### src/sv/clu_pkg.sv
`default_nettype none
// ---------------------------------------------------------------------------
// clu_pkg
// Shared types, constants and helpers of the complex LU matrix inverter.
// ---------------------------------------------------------------------------
package clu_pkg;

	localparam int DEF_MAX_DIM   = 8;
	localparam int DEF_FRAC_BITS = 16;
	localparam int DATA_W        = 32;
	localparam int CFG_W         = 4;
	// Wide accumulator: holds sums of full 64-bit products without wrapping.
	localparam int ACC_W         = 66;

	typedef enum logic [2:0] {
		RG_IN, RG_L, RG_U, RG_LI, RG_UI
	} region_t;

	typedef enum logic [2:0] {
		PH_FU, PH_FL, PH_IL, PH_IU, PH_OUT
	} phase_t;

	typedef enum logic [4:0] {
		S_LOAD, S_TASK, S_INIT, S_RDA, S_RDB, S_LATB,
		S_M0, S_M1, S_M2, S_M3, S_MACC, S_FIN,
		S_DLAT, S_D0, S_D1, S_D2, S_D3, S_D4, S_D5, S_D6,
		S_DST, S_DWAIT, S_WR, S_EMIT
	} state_t;

	typedef enum logic [1:0] {
		OS_AR, OS_AI, OS_BR, OS_BI
	} opsel_t;

	typedef enum logic [2:0] {
		AOP_NONE, AOP_RE_P, AOP_RE_N, AOP_IM_P, AOP_DEN, AOP_DRE, AOP_DIM_P, AOP_DIM_N
	} aop_t;

	typedef struct packed {
		opsel_t x;
		opsel_t y;
		aop_t   aop;
	} mul_ctl_t;

	typedef struct packed {
		logic [63:0] num_re;
		logic        neg_re;
		logic [63:0] num_im;
		logic        neg_im;
		logic [63:0] den;
	} div_req_t;

	function automatic logic signed [DATA_W-1:0] sat32(input logic signed [ACC_W-1:0] v);
		logic [ACC_W-DATA_W:0] top;
		top = v[ACC_W-1:DATA_W-1];
		if ((&top) || !(|top)) begin
			return v[DATA_W-1:0];
		end
		return v[ACC_W-1] ? {1'b1, {(DATA_W-1){1'b0}}} : {1'b0, {(DATA_W-1){1'b1}}};
	endfunction

endpackage
`default_nettype wire

### src/sv/clu_div.sv
`default_nettype none
// ---------------------------------------------------------------------------
// clu_div
// Bit-serial restoring divider for the real and imaginary quotients together.
// ---------------------------------------------------------------------------
module clu_div import clu_pkg::*; #(
	parameter int FRAC_BITS = DEF_FRAC_BITS
) (
	input  wire logic                     clk,
	input  wire logic                     arst_n,
	input  wire logic                     start,
	input  wire div_req_t                 req,
	output logic                          done,
	output logic                          zero_den,
	output logic signed [DATA_W-1:0]      q_re,
	output logic signed [DATA_W-1:0]      q_im
);

	localparam int ITER = 64 + FRAC_BITS;
	localparam int CNTW = $clog2(ITER + 1);

	logic            busy_q, done_q, zero_q;
	logic [CNTW-1:0] cnt_q;
	logic [63:0]     den_q, nre_q, nim_q, rre_q, rim_q;
	logic [32:0]     qre_q, qim_q;
	logic            ovre_q, ovim_q, negre_q, negim_q;

	logic [64:0] tre, tim, dre, dim;
	logic        gere, geim;

	always_comb begin
		tre  = {rre_q, nre_q[63]};
		tim  = {rim_q, nim_q[63]};
		gere = tre >= {1'b0, den_q};
		geim = tim >= {1'b0, den_q};
		dre  = tre - {1'b0, den_q};
		dim  = tim - {1'b0, den_q};
	end

	function automatic logic signed [DATA_W-1:0] finish(input logic [32:0] q, input logic ov,
			input logic neg);
		logic big;
		big = ov | q[32] | q[31];
		if (neg) begin
			return big ? {1'b1, {(DATA_W-1){1'b0}}} : -$signed({1'b0, q[30:0]});
		end
		return big ? {1'b0, {(DATA_W-1){1'b1}}} : q[31:0];
	endfunction

	always_ff @(posedge clk or negedge arst_n) begin
		if (!arst_n) begin
			busy_q <= 1'b0;
			done_q <= 1'b0;
			zero_q <= 1'b0;
			cnt_q  <= '0;
		end else begin
			done_q <= 1'b0;
			if (start) begin
				zero_q <= (req.den == 64'd0);
				if (req.den == 64'd0) begin
					done_q <= 1'b1;
				end else begin
					busy_q <= 1'b1;
					cnt_q  <= CNTW'(ITER);
				end
			end else if (busy_q) begin
				cnt_q <= cnt_q - 1'b1;
				if (cnt_q == CNTW'(1)) begin
					busy_q <= 1'b0;
					done_q <= 1'b1;
				end
			end
		end
	end

	always_ff @(posedge clk) begin
		if (start) begin
			den_q   <= req.den;
			nre_q   <= req.num_re;
			nim_q   <= req.num_im;
			rre_q   <= '0;
			rim_q   <= '0;
			qre_q   <= '0;
			qim_q   <= '0;
			ovre_q  <= 1'b0;
			ovim_q  <= 1'b0;
			negre_q <= (req.den == 64'd0) ? 1'b0 : req.neg_re;
			negim_q <= (req.den == 64'd0) ? 1'b0 : req.neg_im;
		end else if (busy_q) begin
			nre_q  <= {nre_q[62:0], 1'b0};
			nim_q  <= {nim_q[62:0], 1'b0};
			rre_q  <= gere ? dre[63:0] : tre[63:0];
			rim_q  <= geim ? dim[63:0] : tim[63:0];
			qre_q  <= {qre_q[31:0], gere};
			qim_q  <= {qim_q[31:0], geim};
			ovre_q <= ovre_q | qre_q[32];
			ovim_q <= ovim_q | qim_q[32];
		end
	end

	assign done     = done_q;
	assign zero_den = zero_q;
	assign q_re     = finish(qre_q, ovre_q, negre_q);
	assign q_im     = finish(qim_q, ovim_q, negim_q);

endmodule
`default_nettype wire

### config.mk
export PLATFORM = sky130hd
export DESIGN_NAME = clu_div
export DESIGN_NICKNAME = d
export VERILOG_FILES = /design/src/sv/clu_pkg.sv /design/src/sv/clu_div.sv
export SDC_FILE = /design/constraint.sdc
export NUM_CORES = 1
export LEC_CHECK = 0
export BUFFER_PORTS_ARGS = -buffer_cell sky130_fd_sc_hd__buf_2
export CAP_MARGIN = 20
export CORE_UTILIZATION = 39
export CTS_BUF_LIST = sky130_fd_sc_hd__clkbuf_2
export DETAILED_ROUTE_END_ITERATION = 16
export GPL_TIMING_DRIVEN = 0
export PLACE_DENSITY = 0.67
export SLEW_MARGIN = 10
export SYNTH_ARGS = -nofsm -noshare
export SYNTH_HDL_FRONTEND = slang
export SYNTH_SLANG_ARGS = --single-unit
### constraint.sdc
create_clock -name clk -period 6.3 [get_ports clk]
set_input_delay 1.26 -clock clk [delete_from_list [all_inputs] [get_ports clk]]
set_output_delay 1.26 -clock clk [all_outputs]
set_load 0.01 [all_outputs]
==> results.txt <==
status: complete, no violations
CP max-delay cell: or4_1
CP bufs+invs: 1
number of synthesized register bits: 400
CP arrival: 4280 ps
final instance area: 0.0287 mm²
Final Cycle Share: 87.9%
Slew @ Worst Pin: 1060 ps
Ports: 263
Max Slew Vio Count: 0
routability cong.: 0.959
delay-heaviest family, CP: simple AND/OR/NAND/NOR gates
Max Cap Viol: 0
largest net degree at the start of global routing: 75
root buf cell: clkbuf_2
Worst-Skew Late Latency: 1260 ps
Initial Utilization: 39.7%
htree depth: 3
Routed WL: 79000 µm
clk slew on worst S/H paths: 120 ps
Detailed Routing Iterations Pass 1: 6
PostCTS Resize Cnt: 0
most used cell, CP: or3_1
number of global-route vias before repair: 21700
ys async rst share: 2.50%
post-synth top area share: 23.1%
DR iter-0 viols: 1824
total CTS buffers: 110
fmax: 0.181 GHz
die area: 0.0656 mm²
final hold vios: 0
CP Capture Type: output port
Fill cells: 6266
Syn. warnings: 0
die height: 256 µm
hold buffer count at cts: 1
final antenna-violating net count: 0
area delta synth->final: 13.7%
WP data required: 5040 ps
Finished Core Util: 45.2%
Mapped Area: 0.0252 mm²
Final nets: 3483
first-pass GRT wire length: 122000 µm
Setup CP Type: reg2out
Slowest Stage Delay on Critical Path: 600 ps
vias per cell: 5.54
Post-CTS Setup Repair Bufs: 0
global route total overflow: 0
area of the core: 0.0634 mm²
die width: 256 µm
maximum vdd drop: 0.192 mV
P_leak: 12.8 nW
Startpoint Class: register
Worst Hold Class: in2reg
synth unique cells: 79
DRC violations left: 0
area leader, netlist: edfxtp_1
most frequent cells in the layout: 358 x nor2_1, 289 x buf_2, 225 x a21oi_1
Std-Cell Rows: 92
power density over cell area: 388 mW/mm²
Synth Area per Inst: 9.09 µm²
initial antenna violation count: 17
DR WL/cell: 19.3 µm
ys flop type: dfxtp_1
number of synthesized flops with an enable pin: 194
synthesized instance count: 2773
total power: 11.1 mW
Period minus WS final: 5540 ps
vias post-DR: 22700
clock buffer depth: 3
Area contributors post-synth: edfxtp_1 23%, dfxtp_1 16%, ha_1 6.6%
cells along the critical path: or4_1 -> or3_1 -> or4_1 -> or3_1 -> or3_1 -> o21ai_0 -> xor2_1 -> buf_2
headroom to the max-slew limit: 29.3%
Cell Area, Placed: 0.0276 mm²
critical-path maximum fanout: 7
CTS sink cnt: 400
final setup fails: 0
share of layout cells above drive strength 1: 19.1%
RSZ-0062 raised after global routing: no
gr usage total: 23.5%
Worst Clk Skew: 143 ps
IO Port Bufs: 262
syn nets: 3104
HPWL after DPL: 60200 µm
CTS tree: done
post-synthesis sequential area ratio: 39.7%
commonest non-fill, non-tap cell in the layout: nor2_1
-- final timing paths --
check	end	cells past startpoint	slack, ps	start
setup / recovery	q_re[30]	8	760	qre_q[10]
setup reg to reg	rim_q[62]	14	1660	den_q[1]
hold reg to reg	qim_q[6]	2	470	qim_q[5]
min in group asynchronous	busy_q	2	500	arst_n
max in group asynchronous	cnt_q[5]	2	5580	arst_n
hold / removal	den_q[32]	1	180	req[32]
-- area by class of cell --
class                      instances  area (µm²)  share of cell area (%)
multi-input combinational       2099       14100                    49.3
clock buffer                     153         766                    2.67
clock inverter                    40         215                   0.751
antenna                            8        20.0                  0.0699
buffer                           161         648                    2.26
timing repair buffer             267        1380                    4.83
tap                              846        1060                    3.69
inverter                         113         429                    1.50
sequential                       400       10000                    34.9
-- registers in the layout, summed over array words and instances, names as in the netlist, 7 cells and up --
signal  cells
cnt_q       7
den_q      64
nim_q      64
nre_q      64
rre_q      64
qim_q      33
qre_q      33
rim_q      64
-- routing by layer --
metal / up-vias / track usage, % / wire [µm]
li1: 11000 / - / -
met4: 22 / 9.41 / 2870
met5: - / 0 / 116
met2: 757 / 36.8 / 34900
met1: 10700 / 30.8 / 35000
met3: 174 / 6.03 / 6120
-- stage by stage --
step                      std cells  TNS (ps)  worst slack (ps)  hold slack, ps
after CTS                      4079         0               688             102
after detailed placement       3885         0              1310             452
after global placement         3881   -154270             -2130             442
after floorplan                2773         0               898             430
after global routing           4085         0               370             103
final                          4087         0               761             176
-- where the power goes --
| group | internal, mW | switching [mW] | total, mW |
|---|---|---|---|
| Combinational | 2.22 | 3.40 | 5.62 |
| Sequential | 3.22 | 0.367 | 3.59 |
| Clock | 0.691 | 1.21 | 1.90 |
| Total | 6.13 | 4.98 | 11.1 |
-- cell families after synthesis --
group | after synthesis | synth area share, %
mux | 216 | 9.21
compound gates | 762 | 19.5
xor+xnor | 162 | 5.63
flops | 400 | 39.7
simple gates | 825 | 15.0
fa+ha+maj | 134 | 6.71
buf+inv | 274 | 4.25
-- cell usage after synthesis (34+ instances only) --
cell type and number:
nor2_1 358, a21oi_1 225, dfxtp_1 196, edfxtp_1 194
nand2_1 183, o21ai_0 148, ha_1 132, mux2_2 127
clkbuf_1 120, inv_1 113, xor2_1 94, mux2i_1 89
a211oi_1 81, a21o_1 70, xnor2_1 68, nand4_1 42
nor3_1 39, nand3_1 34, o211ai_1 34
-- worst register-to-register path: cells and delay by family, from the launching register on --
kind                       cells  cell delay, ps
AOI/OAI and AO/OA              7            2080
adders and majority gates      1             330
and+or+nand+nor                3             740
buffers and inverters          3             800
DFF                            1             540
(Power assumes the default switching activity.)
